File: src/rtl/clr_pkg.sv
package clr_pkg;

    localparam int COORD_W = 12;
    localparam int SIZE_W  = 13;
    localparam int TWICE_W = 13;
    localparam int ERR_W   = 15;
    localparam int COLOR_W = 32;

    localparam logic CMD_START   = 1'b0;
    localparam logic CMD_ADVANCE = 1'b1;

    localparam logic REG_SURFACE_WIDTH  = 1'b0;
    localparam logic REG_SURFACE_HEIGHT = 1'b1;

    localparam logic [SIZE_W-1:0] WIDTH_RESET  = 13'd640;
    localparam logic [SIZE_W-1:0] HEIGHT_RESET = 13'd480;

    typedef struct packed {
        logic               command;
        logic signed [15:0] start_x;
        logic signed [15:0] start_y;
        logic signed [15:0] end_x;
        logic signed [15:0] end_y;
        logic [31:0]        pixel_color;
    } t_cmd_item;

    typedef struct packed {
        logic        valid_res;
        logic [11:0] out_x;
        logic [11:0] out_y;
        logic [31:0] out_color;
        logic        last_pixel;
    } t_pixel_item;

    // Line setup, worked out from a start command before it reaches the stepper
    typedef struct packed {
        logic                    command;
        logic [COORD_W-1:0]      x0;
        logic [COORD_W-1:0]      y0;
        logic [COORD_W-1:0]      x1;
        logic [COORD_W-1:0]      y1;
        logic [TWICE_W-1:0]      twice_dx;
        logic [TWICE_W-1:0]      twice_dy;
        logic                    neg_x;
        logic                    neg_y;
        logic                    x_major;
        logic signed [ERR_W-1:0] error_init;
        logic                    last_init;
        logic [COLOR_W-1:0]      color;
    } t_line_setup;

endpackage

File: src/rtl/clr_setup.sv
module clr_setup
    import clr_pkg::*;
#(
    parameter int MAX_DIM = 4096
) (
    input  logic              i_clk,
    input  logic              i_rst_n,
    input  logic [SIZE_W-1:0] i_width,
    input  logic [SIZE_W-1:0] i_height,
    input  logic              i_in_valid,
    output logic              o_in_ready,
    input  t_cmd_item         i_in_item,
    output logic              o_s1_valid,
    input  logic              i_s1_ready,
    output t_line_setup       o_s1_setup
);

    localparam int LIM_CAP = (MAX_DIM < 4096) ? MAX_DIM : 4096;
    localparam logic [SIZE_W-1:0] CAP_VAL = SIZE_W'(LIM_CAP);
    localparam logic [SIZE_W-1:0] CAP_M1  = SIZE_W'(LIM_CAP - 1);

    logic                     r_valid;
    t_line_setup              r_setup;
    t_line_setup              n_setup;
    logic [SIZE_W-1:0]        lim_x;
    logic [SIZE_W-1:0]        lim_y;
    logic [COORD_W-1:0]       cx0;
    logic [COORD_W-1:0]       cy0;
    logic [COORD_W-1:0]       cx1;
    logic [COORD_W-1:0]       cy1;
    logic signed [COORD_W:0]  dx;
    logic signed [COORD_W:0]  dy;
    logic [COORD_W:0]         adx_w;
    logic [COORD_W:0]         ady_w;
    logic [COORD_W-1:0]       adx;
    logic [COORD_W-1:0]       ady;
    logic                     major;

    function automatic logic [SIZE_W-1:0] max_coord(input logic [SIZE_W-1:0] size);
        logic [SIZE_W-1:0] lm;
        if (size == '0) begin
            lm = '0;
        end else if (size > CAP_VAL) begin
            lm = CAP_M1;
        end else begin
            lm = size - SIZE_W'(1);
        end
        return lm;
    endfunction

    function automatic logic [COORD_W-1:0] clamp_coord(input logic signed [15:0] v,
                                                       input logic [SIZE_W-1:0] lm);
        logic [COORD_W-1:0] c;
        if (v[15]) begin
            c = '0;
        end else if (v[14:0] > {2'b00, lm}) begin
            c = lm[COORD_W-1:0];
        end else begin
            c = v[COORD_W-1:0];
        end
        return c;
    endfunction

    always_comb begin
        lim_x = max_coord(i_width);
        lim_y = max_coord(i_height);
        cx0   = clamp_coord(i_in_item.start_x, lim_x);
        cy0   = clamp_coord(i_in_item.start_y, lim_y);
        cx1   = clamp_coord(i_in_item.end_x, lim_x);
        cy1   = clamp_coord(i_in_item.end_y, lim_y);
        dx    = $signed({1'b0, cx1}) - $signed({1'b0, cx0});
        dy    = $signed({1'b0, cy1}) - $signed({1'b0, cy0});
        adx_w = dx[COORD_W] ? -dx : dx;
        ady_w = dy[COORD_W] ? -dy : dy;
        adx   = adx_w[COORD_W-1:0];
        ady   = ady_w[COORD_W-1:0];
        major = adx > ady;

        n_setup.command    = i_in_item.command;
        n_setup.x0         = cx0;
        n_setup.y0         = cy0;
        n_setup.x1         = cx1;
        n_setup.y1         = cy1;
        n_setup.twice_dx   = {adx, 1'b0};
        n_setup.twice_dy   = {ady, 1'b0};
        n_setup.neg_x      = dx[COORD_W];
        n_setup.neg_y      = dy[COORD_W];
        n_setup.x_major    = major;
        n_setup.error_init = major
            ? $signed({2'b00, ady, 1'b0}) - $signed({3'b000, adx})
            : $signed({2'b00, adx, 1'b0}) - $signed({3'b000, ady});
        n_setup.last_init  = major ? (cx0 == cx1) : (cy0 == cy1);
        n_setup.color      = i_in_item.pixel_color;
    end

    assign o_in_ready = !r_valid || i_s1_ready;

    always_ff @(posedge i_clk) begin
        if (!i_rst_n) begin
            r_valid <= 1'b0;
        end else if (o_in_ready) begin
            r_valid <= i_in_valid;
        end
    end

    always_ff @(posedge i_clk) begin
        if (o_in_ready && i_in_valid) begin
            r_setup <= n_setup;
        end
    end

    assign o_s1_valid = r_valid;
    assign o_s1_setup = r_setup;

endmodule

File: src/rtl/clr_stepper.sv
module clr_stepper
    import clr_pkg::*;
(
    input  logic        i_clk,
    input  logic        i_rst_n,
    input  logic        i_s1_valid,
    output logic        o_s1_ready,
    input  t_line_setup i_s1_setup,
    output logic        o_out_valid,
    input  logic        i_out_ready,
    output t_pixel_item o_out_item
);

    logic                    r_busy;
    logic [COORD_W-1:0]      r_cur_x;
    logic [COORD_W-1:0]      r_cur_y;
    logic [COORD_W-1:0]      r_goal_x;
    logic [COORD_W-1:0]      r_goal_y;
    logic [TWICE_W-1:0]      r_twice_dx;
    logic [TWICE_W-1:0]      r_twice_dy;
    logic                    r_neg_x;
    logic                    r_neg_y;
    logic                    r_x_major;
    logic signed [ERR_W-1:0] r_error;
    logic [COLOR_W-1:0]      r_color;
    logic                    r_out_valid;
    t_pixel_item             r_out;

    logic                    n_busy;
    logic [COORD_W-1:0]      n_cur_x;
    logic [COORD_W-1:0]      n_cur_y;
    logic signed [ERR_W-1:0] n_error;
    t_pixel_item             n_out;

    logic                    take;
    logic                    is_start;
    logic                    last;
    logic [COORD_W-1:0]      step_x;
    logic [COORD_W-1:0]      step_y;
    logic signed [ERR_W-1:0] err_minor;
    logic signed [ERR_W-1:0] tdx_s;
    logic signed [ERR_W-1:0] tdy_s;

    assign o_s1_ready = !r_out_valid || i_out_ready;
    assign take       = i_s1_valid && o_s1_ready;
    assign is_start   = (i_s1_setup.command == CMD_START);

    always_comb begin
        step_x  = r_neg_x ? r_cur_x - COORD_W'(1) : r_cur_x + COORD_W'(1);
        step_y  = r_neg_y ? r_cur_y - COORD_W'(1) : r_cur_y + COORD_W'(1);
        tdx_s   = $signed({2'b00, r_twice_dx});
        tdy_s   = $signed({2'b00, r_twice_dy});
        n_busy  = r_busy;
        n_cur_x = r_cur_x;
        n_cur_y = r_cur_y;
        n_error = r_error;
        last    = 1'b0;
        err_minor = r_error;

        if (is_start) begin
            n_cur_x = i_s1_setup.x0;
            n_cur_y = i_s1_setup.y0;
            n_error = i_s1_setup.error_init;
            last    = i_s1_setup.last_init;
            n_busy  = !i_s1_setup.last_init;
        end else if (r_busy) begin
            if (r_x_major) begin
                // minor step in y when the error has gone non-negative
                if (!r_error[ERR_W-1]) begin
                    n_cur_y   = step_y;
                    err_minor = r_error - tdx_s;
                end
                n_cur_x = step_x;
                n_error = err_minor + tdy_s;
                last    = (step_x == r_goal_x);
            end else begin
                if (!r_error[ERR_W-1]) begin
                    n_cur_x   = step_x;
                    err_minor = r_error - tdy_s;
                end
                n_cur_y = step_y;
                n_error = err_minor + tdx_s;
                last    = (step_y == r_goal_y);
            end
            n_busy = !last;
        end

        n_out.valid_res  = is_start || r_busy;
        n_out.out_x      = n_out.valid_res ? n_cur_x : '0;
        n_out.out_y      = n_out.valid_res ? n_cur_y : '0;
        n_out.out_color  = is_start ? i_s1_setup.color : (r_busy ? r_color : '0);
        n_out.last_pixel = n_out.valid_res && last;
    end

    always_ff @(posedge i_clk) begin
        if (!i_rst_n) begin
            r_busy      <= 1'b0;
            r_out_valid <= 1'b0;
        end else begin
            if (take) begin
                r_busy <= n_busy;
            end
            if (o_s1_ready) begin
                r_out_valid <= i_s1_valid;
            end
        end
    end

    always_ff @(posedge i_clk) begin
        if (take) begin
            r_cur_x <= n_cur_x;
            r_cur_y <= n_cur_y;
            r_error <= n_error;
            r_out   <= n_out;
            // latch the line geometry on start only
            if (is_start) begin
                r_goal_x   <= i_s1_setup.x1;
                r_goal_y   <= i_s1_setup.y1;
                r_twice_dx <= i_s1_setup.twice_dx;
                r_twice_dy <= i_s1_setup.twice_dy;
                r_neg_x    <= i_s1_setup.neg_x;
                r_neg_y    <= i_s1_setup.neg_y;
                r_x_major  <= i_s1_setup.x_major;
                r_color    <= i_s1_setup.color;
            end
        end
    end

    assign o_out_valid = r_out_valid;
    assign o_out_item  = r_out;

endmodule

File: src/rtl/clamped_line_rasterizer_top.sv
// Bresenham line engine with endpoint clamping. Every command transfer gives
// exactly one result transfer: a start command (command = 0) clamps both
// endpoints into the surface set by surface_width / surface_height (byte
// addresses 0 and 4) and returns the first pixel; each advance command
// (command = 1) returns the next pixel, with last_pixel set on the end point.
// An advance with no line in progress returns a result with valid_res = 0.
// One command is taken per clock while the result output is not stalled; its
// result passes one register stage for clamping and delta setup, then one
// for the stepping state, which is updated in place on each pixel. Write the
// surface size registers only while no command is in flight.
module clamped_line_rasterizer_top
    import clr_pkg::*;
#(
    parameter int MAX_DIM = 4096
) (
    input  logic        i_clk,
    input  logic        i_rst_n,
    input  logic        psel,
    input  logic        penable,
    input  logic        pwrite,
    input  logic [2:0]  paddr,
    input  logic [31:0] pwdata,
    output logic [31:0] prdata,
    output logic        pready,
    input  logic        i_in_valid,
    output logic        o_in_ready,
    input  t_cmd_item   i_in_item,
    output logic        o_out_valid,
    input  logic        i_out_ready,
    output t_pixel_item o_out_item
);

    logic [SIZE_W-1:0] r_width;
    logic [SIZE_W-1:0] r_height;
    logic              cfg_write;
    logic              s1_valid;
    logic              s1_ready;
    t_line_setup       s1_setup;

    assign pready    = 1'b1;
    assign cfg_write = psel && penable && pwrite;

    always_ff @(posedge i_clk) begin
        if (!i_rst_n) begin
            r_width  <= WIDTH_RESET;
            r_height <= HEIGHT_RESET;
        end else if (cfg_write) begin
            case (paddr[2])
                REG_SURFACE_WIDTH:  r_width  <= pwdata[SIZE_W-1:0];
                REG_SURFACE_HEIGHT: r_height <= pwdata[SIZE_W-1:0];
                default: ;
            endcase
        end
    end

    always_comb begin
        case (paddr[2])
            REG_SURFACE_WIDTH:  prdata = {19'd0, r_width};
            REG_SURFACE_HEIGHT: prdata = {19'd0, r_height};
            default:            prdata = '0;
        endcase
    end

    clr_setup #(
        .MAX_DIM (MAX_DIM)
    ) u_setup (
        .i_clk      (i_clk),
        .i_rst_n    (i_rst_n),
        .i_width    (r_width),
        .i_height   (r_height),
        .i_in_valid (i_in_valid),
        .o_in_ready (o_in_ready),
        .i_in_item  (i_in_item),
        .o_s1_valid (s1_valid),
        .i_s1_ready (s1_ready),
        .o_s1_setup (s1_setup)
    );

    clr_stepper u_stepper (
        .i_clk       (i_clk),
        .i_rst_n     (i_rst_n),
        .i_s1_valid  (s1_valid),
        .o_s1_ready  (s1_ready),
        .i_s1_setup  (s1_setup),
        .o_out_valid (o_out_valid),
        .i_out_ready (i_out_ready),
        .o_out_item  (o_out_item)
    );

endmodule
File: config.mk
export PLATFORM = sky130hd
export DESIGN_NAME = clamped_line_rasterizer_top
export DESIGN_NICKNAME = d
export VERILOG_FILES = /design/src/rtl/clr_pkg.sv /design/src/rtl/clr_setup.sv /design/src/rtl/clr_stepper.sv /design/src/rtl/clamped_line_rasterizer_top.sv
export SDC_FILE = /design/constraint.sdc
export NUM_CORES = 1
export LEC_CHECK = 0
export BUFFER_PORTS_ARGS = -buffer_cell sky130_fd_sc_hd__buf_2
export CAP_MARGIN = 10
export CORE_ASPECT_RATIO = 0.5
export CORE_MARGIN = 3
export CORE_UTILIZATION = 52
export CTS_BUF_LIST = sky130_fd_sc_hd__clkbuf_16
export DETAILED_ROUTE_END_ITERATION = 16
export PLACE_DENSITY = 0.75
export SETUP_SLACK_MARGIN = 0.15
export SLEW_MARGIN = 15
export SYNTH_ARGS = -nofsm -noshare
export SYNTH_HDL_FRONTEND = slang
export SYNTH_SLANG_ARGS = --single-unit
File: constraint.sdc
create_clock -name i_clk -period 14.3 [get_ports i_clk]
set_input_delay 1.43 -clock i_clk [delete_from_list [all_inputs] [get_ports i_clk]]
set_output_delay 1.43 -clock i_clk [all_outputs]
set_load 0.02 [all_outputs]
==> summary by stage, run 1 <==
Pwr
The total power is roughly 3.6 mW. Combinational cells account for between 40% and 50% of the total power. The internal power of the cells totals 2.34 mW. The maximum ir drop on the vdd rail is 0.000101 V. In this run, the clock network consumes between 20 and 25% of the power. Sequential cells account for 35.2% of the total power.

The reported net switching power is 1.24 mW. The cell area power density is between 150 and 200 nW/µm². Of the total power, the share spent switching nets is between 30 and 40%. The leakage dissipation is 9.84 nW.

Detailed routing
The number of optimization iterations in the first detailed-route pass is 5. The final antenna-violating net count is 0. Dividing the detail-routed via count by the number of cells gives roughly 5.5. The routed wire length is approximately 47000 µm.

The number of DRC violations after detailed-routing iteration 0 is about 1000. The wire length per cell is between 15 and 20 µm. The number of remaining DRC errors is 0.

The count of vias placed by the detailed router is between 15000 and 20000.

STA
Counting I/O delays and the setup requirement, the final critical path takes ~12 ns. The clock skew is around 0.014 ns. Setup repair after global routing left no endpoint under its margin. The count of endpoints failing hold in the final timing report was 0. In the final timing run, aggregate negative setup slack is 0 ns. Setup violations remaining at the end of the flow were counted as 0. The final clock period utilization by the worst path is between 80 and 90%. For this run, the top clock speed supported by timing is 86.1 MHz.

The slew at the pin closest to its max-slew limit is between 0.9 and 1 ns. The number of slew-limit violations in the final report is 0. The worst slew margin relative to its limit is approximately a third.

GRT
The number of antenna violations at the first check in global routing was 4. Entering global routing, the biggest net connects 75 pins. The residual overflow from global routing is 0. The number of global-route vias before repair is between 10000 and 15000. The total track usage is 21.3%.

The first global-routing pass estimated approximately 75000 µm of wire.

Clocking
The buffer cell driving the clock tree root is sky130_fd_sc_hd__clkbuf_16. Hold repair after CTS inserted 0 buffers. TritonCTS built the clock tree. CTS built an H-tree with a depth of 1. The clock slew seen by the registers of the worst setup and hold paths is about 0.07 ns.

The number of clock buffers added by TritonCTS is 31. In this run, post-CTS repair resized a total of 0 instances. The later pin in the worst-skew pair is clocked with a latency of between 0.5 and 0.6 ns.

The maximum number of buffers from clock root to sink is 3. In this run the post-CTS setup repair buffer count came out at 0. The clock net in this run drives a total of 330 sinks.

Worst setup path
The endpoint identified for the worst register-to-register timing path is u_setup.o_s1_setup[32]. The cell type of the slowest stage on the worst timing path is sky130_fd_sc_hd__a21o_1. The sort of element at the end of the critical path is a register. STA classifies the critical path startpoint as a register.

The critical path data required time is 14.63 ns. In this run the worst path has a maximum fanout of 23. The most used cell along the critical path is sky130_fd_sc_hd__o21a_1.

In this run the register-to-register setup slack is around 2.7 ns. For the worst setup path, the data arrival time is 11.94 ns. For the worst flop-to-flop path, the logic depth is 48. The stage delay of the slowest cell on the critical path is around 0.80 ns. The startpoint identified for the worst register-to-register timing path is r_height[0]. The critical path class is reg -> reg. The critical path ends at u_setup.o_s1_setup[32].

The most critical setup path has its startpoint at r_height[0].

Die
The die is just under 300 µm wide. The core area is slightly below 40000 µm². The die outline area is approximately 43000 µm². The row count is 51. The I/O pin count is 232. The die is about 150 µm tall. Once the floorplan was initialized, standard cells occupied around 53% of the core.

Logic synthesis
The Yosys step of the flow raised 0 warnings. The most common flop cell mapped by yosys is sky130_fd_sc_hd__edfxtp_1. In this run the mean area of a mapped cell was 10.3 µm². The flip-flop and latch count after synthesis is 330. The post-synthesis instance total is 2039.

The number of library cell types mapped by synthesis is 85. Of all flip-flops after synthesis, the portion carrying an async set or reset was 0%. Yosys mapped a number of flops with a built-in enable equal to between 300 and 400. The sequential area share after synthesis is 45.6%. The cell area after technology mapping is 21100 µm².

Min path
The start point of the worst hold path is u_setup.o_s1_setup[83]. The worst min-delay path class is reg -> reg. The worst hold path stage count is 0.

Final layout
Relative to the synthesized area, the layout overhead comes to 11.8%. The share of cells above drive strength 1 is 15.0%. After the last flow step, the layout net total stands at 2539. The number of antenna diodes in the final layout is 0.

Place
In this run the tool buffered the top-level ports with 190 buffer cells. Summed over all nets, the half-perimeter wirelength after detailed placement is 35600 µm. At the end of routability-driven placement, the weighted congestion stood at between 0.8 and 0.9.

Job
The number of max-cap violations is 0.

Run status
The flow ran to the end, and the final reports show no timing, DRC or antenna violations.
placed cells by master (no fill, tap or decap), drive strengths merged, types with 6 or more instances in the layout:
| cell type | synthesis | final |
|---|---|---|
| buf | 31 | 203 |
| mux2 | 42 | 42 |
| o21a | 37 | 37 |
| conb | 2 | 24 |
| fa | 10 | 10 |
| maj3 | 6 | 6 |
| ha | 175 | 175 |
| nor3 | 24 | 24 |
| nor4 | 12 | 12 |
| edfxtp | 301 | 301 |
| a21o | 28 | 28 |
| inv | 186 | 191 |
| nor2 | 147 | 147 |
| o31ai | 13 | 13 |
| mux2i | 59 | 59 |
| a21boi | 33 | 33 |
| o21bai | 37 | 37 |
| a211oi | 16 | 16 |
| o21ai | 114 | 114 |
| nand3 | 35 | 35 |
| nand2b | 15 | 15 |
| a2111oi | 7 | 7 |
| a21oi | 139 | 139 |
| or2 | 16 | 16 |
| or3 | 10 | 10 |
| xnor2 | 108 | 108 |
| a31oi | 6 | 6 |
| xor2 | 38 | 38 |
| dfxtp | 29 | 29 |
| clkinv | 0 | 14 |
| clkbuf | 51 | 31 |
| nor2b | 44 | 44 |
| nand4 | 15 | 15 |
| nand2 | 158 | 158 |
| and2 | 36 | 36 |
state kept, by name (all words and copies together) (netlist names), 13 cells and up:
signal / flops
u_stepper.o_out_item: 58
r_width: 13
u_stepper.r_color: 32
u_stepper.r_error: 14
r_height: 13
u_setup.o_s1_setup: 122
layout make-up:
type                    instances  area (µm²)
clock buffers                  31         776
clock inverters                27         303
fillers                      3234       15900
inverters                     186         699
multi-input cells            1463       10500
flip-flops and latches        330        9620
well taps                     530         663
repair buffers                203        1050
power by group through the flow:
stage	Combinational, mW	Clock [mW]	Sequential, mW
final	1.45	0.866	1.26
after global routing	1.62	0.927	1.26
after CTS	1.44	0.887	1.26
after detailed placement	1.43	0	1.28
after global placement	1.38	0	1.27
after floorplan	1.13	0	1.28
critical path, delay by kind of cell, from the launching register on:
family	cells	cell delay, ns
compound gates	28	6.26
fa+ha+maj	7	2.04
simple gates	8	1.61
buf+inv	3	0.38
mux	1	0.35
flops	1	0.34
xor+xnor	1	0.32
cells in the mapped netlist, types with 36 or more instances:
master,instances,share of area [%]
sky130_fd_sc_hd__o21a_1,37,1.3
sky130_fd_sc_hd__o21ai_0,110,2.6
sky130_fd_sc_hd__clkbuf_1,51,0.91
sky130_fd_sc_hd__mux2i_1,58,2.8
sky130_fd_sc_hd__nand2_1,157,2.8
sky130_fd_sc_hd__a21oi_1,137,3.3
sky130_fd_sc_hd__o21bai_1,37,1.3
sky130_fd_sc_hd__edfxtp_1,301,43
sky130_fd_sc_hd__nor2b_1,44,1.3
sky130_fd_sc_hd__nor2_1,147,2.6
sky130_fd_sc_hd__mux2_2,38,2.0
sky130_fd_sc_hd__ha_1,175,10
sky130_fd_sc_hd__inv_1,182,3.2
sky130_fd_sc_hd__xnor2_1,107,4.4
sky130_fd_sc_hd__and2_1,36,1.1
sky130_fd_sc_hd__xor2_1,37,1.5
metal layers:
layer | part of all wire (%) | vias up | track usage (%)
li1 | - | 7592 | -
met1 | 47 | 7182 | 30.3
met2 | 45 | 436 | 35.0
met3 | 5.7 | 67 | 2.81
met4 | 2.0 | 4 | 4.98
met5 | 0.086 | - | 0
cell families after synthesis:
kind of cell / share of synthesized area, %
flops: 45.6
compound gates: 13.9
fa+ha+maj: 11.6
buf+inv: 5.24
mux: 5.14
xor+xnor: 6.24
simple gates: 12.2
other cells: 0.0356
per-stage QoR:
step	area [µm²]	util (%)	cells	setup WS, ns	hold WS [ns]
floorplan	21200	-	2061	4.36	0.400
global placement	22500	57.0	2712	2.88	0.401
detailed placement	22500	57.0	2712	2.76	0.405
CTS	23600	59.8	2770	2.73	0.414
global route	23600	59.8	2770	1.80	0.419
finish	23600	59.8	2770	2.69	0.416
how the worst min path moves through the flow:
stage,to
after global placement,u_stepper.r_twice_dx[11]
after detailed placement,u_stepper.r_goal_x[10]
after global routing,u_stepper.r_goal_y[6]
after floorplan,u_stepper.r_goal_x[0]
after CTS,u_stepper.r_goal_x[7]
final,u_stepper.r_goal_y[6]
No activity file was read; power rests on OpenSTA's default activity.
==> run 2: changes to the inputs <==
--- a/config.mk
+++ b/config.mk
@@ -5,6 +5,7 @@
 export SDC_FILE = /design/constraint.sdc
 export NUM_CORES = 1
 export LEC_CHECK = 0
+export ABC_AREA = 1
 export BUFFER_PORTS_ARGS = -buffer_cell sky130_fd_sc_hd__buf_2
 export CAP_MARGIN = 10
 export CORE_ASPECT_RATIO = 0.5
==> constraint.sdc (replaced) <==
create_clock -name i_clk -period 10.9 [get_ports i_clk]
set_input_delay 1.09 -clock i_clk [delete_from_list [all_inputs] [get_ports i_clk]]
set_output_delay 1.09 -clock i_clk [all_outputs]
set_load 0.02 [all_outputs]
==> run 2 against run 1 <==
  * Synthesized cell count is 15% higher
  * Critical path type unchanged
  * Non-clock buffer count down 1
  * Fmax is 35% higher
  * Clock skew hardly changed
  * Combinational power increased by 34%
  * Critical path depth up 1
  * Global-route usage up 0.92 points
  * Largest power group unchanged
  * Via count grew 7.1%
  * Routed wire length is 2.8% higher
==> summary by stage, run 2 <==
Place
The half-perimeter wire length of the detailed placement result is 36500 µm (was 35600 µm). The routability congestion estimate is 0.898 (was 0.882). The number of buffer cells added on primary ports is 190 (unchanged).

The cell total after placement is 3022 (was 2712).

Pwr
The proportion of power drawn by the clock network is 22.1% (was 24.2%). The sequential share of power is 35.8% (was 35.2%). The total power was 4.62 mW (was 3.58 mW). The cell area power density is 199 nW/µm² (was 152 nW/µm²). The internal cell power is 2.85 mW (was 2.34 mW). The combinational share of power came to 42.1% (was 40.6%). The switching part of the total is 38.3% (was 34.6%). The maximum ir drop on the vdd rail is 0.000145 V (was 0.000101 V). The leakage dissipation is 10.5 nW (was 9.84 nW).

The reported net switching power was 1.77 mW (was 1.24 mW).

GRT
The number of global-route vias before repair is 15600 (was 14900). The wire length of the first global-routing pass is 77100 µm (was 75200 µm). The total track usage is 22.2% (was 21.3%). The number of antenna violations at the first check in global routing was 0 (was 4).

The residual overflow from global routing is 0 (unchanged). The maximum number of pins on one net before global-route repair came to 78 (was 75).

Die
The row count is 51 (unchanged). The die outline area is 42700 µm² (was 43100 µm²). The I/O pin count is 232 (unchanged). The initial standard-cell utilization of the core is 53.1% (was 53.5%). The die span in y was 148 µm (about the same).

The core area is 39200 µm² (was 39400 µm²). The die width is 289 µm (was 291 µm).

Final layout
The post-synthesis to final-layout area growth is 11.3% (was 11.8%). The number of flip-flops under the largest register name is 122 (unchanged). The share of cells above drive strength 1 is 12.7% (was 15.0%). The non-filler instance count after layout came to 3076 (was 2770). Leading cell types in the layout, fill and taps excluded: 448 x sky130_fd_sc_hd__nand2_1, 301 x sky130_fd_sc_hd__edfxtp_1, 279 x sky130_fd_sc_hd__inv_1 (was 301 x sky130_fd_sc_hd__edfxtp_1, 190 x sky130_fd_sc_hd__buf_2, 183 x sky130_fd_sc_hd__inv_1).

The final layout net count is 2848 (was 2539). The antenna cell count is 0 (unchanged). The most frequent standard cell in the layout excluding fill and tap cells is sky130_fd_sc_hd__nand2_1 (was sky130_fd_sc_hd__edfxtp_1). The count of filler cells inserted in the layout is 3367 (was 3234).

Worst setup path
The sort of element at the end of the critical path is a register (unchanged). The category of the worst setup path launch point is a register (unchanged). The cell family with the largest share of critical-path delay is simple AND/OR/NAND/NOR gates (was compound AO/OA/AOI/OAI gates). The largest fanout on the critical path is 15 (was 23). The buffering stage count on the worst path with inverters included is 7 (was 3). The cell type of the slowest stage on the worst timing path is sky130_fd_sc_hd__o21ai_0 (was sky130_fd_sc_hd__a21o_1). The arrival time reported for the critical path endpoint came to 8.91 ns (was 11.94 ns). The most used cell along the critical path was sky130_fd_sc_hd__nor2_1 (was sky130_fd_sc_hd__o21a_1). The stage delay of the slowest cell on the critical path was 0.52 ns (was 0.80 ns).

The critical path data required time was 11.22 ns (was 14.63 ns). The critical path class is reg -> reg (unchanged).

STA
The peak clock frequency supported by timing was 116 MHz (was 86.1 MHz). The post-route setup TNS is 0 ns (unchanged). The final count of negative-setup-slack endpoints is 0 (unchanged). The final clock period utilization by the worst path is 78.8% (was 81.2%). The count of endpoints failing hold in the final timing report is 0 (unchanged). The number of slew-limit violations in the final report came to 0 (unchanged).

The worst slew margin relative to its limit was 27.2% (was 34.6%). The clock skew is 0.0145 ns (about the same). The shortest period the worst path allows came to 8.59 ns (was 11.61 ns). Setup repair after global routing missed its margin: no (unchanged). The slew at the pin closest to its max-slew limit came to 1.09 ns (was 0.981 ns).

Detailed routing
The number of optimization iterations in the first detailed-route pass is 5 (unchanged). The number of remaining DRC errors is 0 (unchanged). The detail-routed via count per cell was 5.32 (was 5.52). The wire length per cell was 15.6 µm (was 16.8 µm). The final antenna-violating net count is 0 (unchanged). The routed wire length is 47900 µm (was 46600 µm).

The count of vias placed by the detailed router is 16400 (was 15300). The number of DRC violations after detailed-routing iteration 0 came to 1229 (was 1035).

Clocking
The post-cts hold buffer count is 0 (unchanged). The number of buffers inserted during clock tree synthesis came to 30 (was 31). The number of clock sinks seen by CTS is 330 (unchanged). The clock latency on the worst-skew pair is 0.58 ns (about the same). The number of post-CTS setup repair buffers is 0 (unchanged). The clock slew seen by the registers of the worst setup and hold paths is 0.07 ns (about the same).

The number of levels the H-tree was split into is 1 (unchanged). The quantity of gates resized following cts is 0 (unchanged). The maximum number of buffers from clock root to sink was 3 (unchanged). The buffer cell driving the clock tree root is sky130_fd_sc_hd__clkbuf_16 (unchanged). The CTS tree is done (unchanged).

Logic synthesis
The most common flop cell mapped by yosys is sky130_fd_sc_hd__edfxtp_1 (unchanged). The flip-flop and latch count after synthesis was 330 (unchanged). The cell area after technology mapping is 20800 µm² (was 21100 µm²). The share of async-settable or async-resettable flops after synthesis was 0% (unchanged). The sequential area share after synthesis came to 46.1% (was 45.6%).

The most frequent cell after synthesis is sky130_fd_sc_hd__nand2_1 (was sky130_fd_sc_hd__edfxtp_1). The share of Yosys cell area claimed by the top area cell type came to 43.4% (was 42.9%). The number of library cell types mapped by synthesis is 53 (was 85). The cell type contributing the most total cell area after synthesis is sky130_fd_sc_hd__edfxtp_1 (unchanged). Main area contributors after synthesis: sky130_fd_sc_hd__edfxtp_1 43%, sky130_fd_sc_hd__ha_1 11%, sky130_fd_sc_hd__nand2_1 8.1% (was sky130_fd_sc_hd__edfxtp_1 43%, sky130_fd_sc_hd__ha_1 10%, sky130_fd_sc_hd__xnor2_1 4.4%).

The number of synthesized flops with an enable pin is 301 (unchanged). The warning count from the yosys run is 0 (unchanged). Synth cell count leaders: 448 x sky130_fd_sc_hd__nand2_1, 301 x sky130_fd_sc_hd__edfxtp_1, 278 x sky130_fd_sc_hd__inv_1 (was 301 x sky130_fd_sc_hd__edfxtp_1, 182 x sky130_fd_sc_hd__inv_1, 175 x sky130_fd_sc_hd__ha_1). The post-synthesis instance total is 2343 (was 2039). The mean instance size in the synthesized netlist is 8.90 µm² (was 10.3 µm²).

Job
The number of max-cap violations is 0 (unchanged).

Min path
The worst min-delay path class is reg -> reg (unchanged).

Run status
Status: finished, final reports clean (unchanged).
-- run 2: cell count changes in the layout (fill, tap and decap cells not counted), moves of 32 or more --
cell / change
sky130_fd_sc_hd__nand2_1: +291
sky130_fd_sc_hd__a21oi_1: +106
sky130_fd_sc_hd__inv_1: +96
sky130_fd_sc_hd__nand3_1: +89
sky130_fd_sc_hd__xnor2_1: -67
sky130_fd_sc_hd__mux2i_1: -58
sky130_fd_sc_hd__o21ai_0: +48
sky130_fd_sc_hd__nor2b_1: -44
sky130_fd_sc_hd__nor2_1: +40
sky130_fd_sc_hd__mux2_2: -38
sky130_fd_sc_hd__o21a_1: -34
sky130_fd_sc_hd__a21boi_0: -32
-- run 2: cells by family (layout without fill, tap and decap cells) --
| group | count (synthesis) | count (layout) | synth area share, % |
|---|---|---|---|
| AO/OA/AOI/OAI | 463 | 463 | 11.7 |
| XOR/XNOR | 101 | 101 | 4.24 |
| adder cells (fa/ha/maj) | 185 | 185 | 11.5 |
| buffers and inverters | 362 | 543 | 7.01 |
| flip-flops | 330 | 330 | 46.1 |
| other | 2 | 24 | 0.0360 |
| AND/OR/NAND/NOR | 900 | 900 | 19.4 |
-- run 2: stage by stage --
step / instance area [µm²] / util (%) / hold slack (ns) / worst slack [ns]
3_5_place_dp: 22300 / 56.7 / 0.405 / 2.43
3_3_place_gp: 22300 / 56.7 / 0.400 / 2.61
2_1_floorplan: 20900 / - / 0.400 / 3.94
6_report: 23200 / 59.1 / 0.415 / 2.31
5_1_grt: 23200 / 59.1 / 0.417 / 1.45
4_1_cts: 23200 / 59.1 / 0.416 / 2.41
-- run 2: cell type report --
cell class	instances	area, µm²	share of cell area, %
Inverter	287	1090	4.68
Clock buffer	30	751	3.23
Tap cell	530	663	2.86
Clock inverter	24	188	0.809
Sequential cell	330	9620	41.4
Timing Repair Buffer	202	1040	4.49
Multi-Input combinational cell	1673	9860	42.5
-- run 2: path summary, 6_finish.rpt --
path / start / to / slack, ns / cells past startpoint
worst max-delay path: r_width[0] / u_setup.o_s1_setup[44] / 2.31 / 49
worst min-delay path: u_setup.o_s1_setup[80] / u_stepper.r_goal_y[3] / 0.42 / 0
worst max register to register: r_width[0] / u_setup.o_s1_setup[44] / 2.31 / 49
worst min register to register: u_setup.o_s1_setup[80] / u_stepper.r_goal_y[3] / 0.42 / 0
-- run 2: routing by layer --
metal	vias to the layer above	share of wire [%]	routed length, µm	track usage [%]
met2	389	47	22600	37.6
li1	8305	-	-	-
met5	-	0	0	0
met3	64	4.9	2360	2.68
met4	0	2.0	967	5.01
met1	7605	46	22000	30.8
-- run 2: power groups by stage --
stage / Sequential, mW / Clock [mW] / Combinational [mW]
final: 1.65 / 1.02 / 1.95
after detailed placement: 1.68 / 0 / 1.91
after global routing: 1.66 / 1.10 / 2.22
after global placement: 1.67 / 0 / 1.84
after CTS: 1.65 / 1.04 / 1.93
after floorplan: 1.68 / 0 / 1.49
-- run 2: worst reg2reg max path: cells and delay by family (launching register included) --
kind | cells | cell delay [ns]
fa+ha+maj | 4 | 1.40
simple gates | 27 | 3.05
buf+inv | 7 | 1.14
compound gates | 11 | 2.44
flops | 1 | 0.30
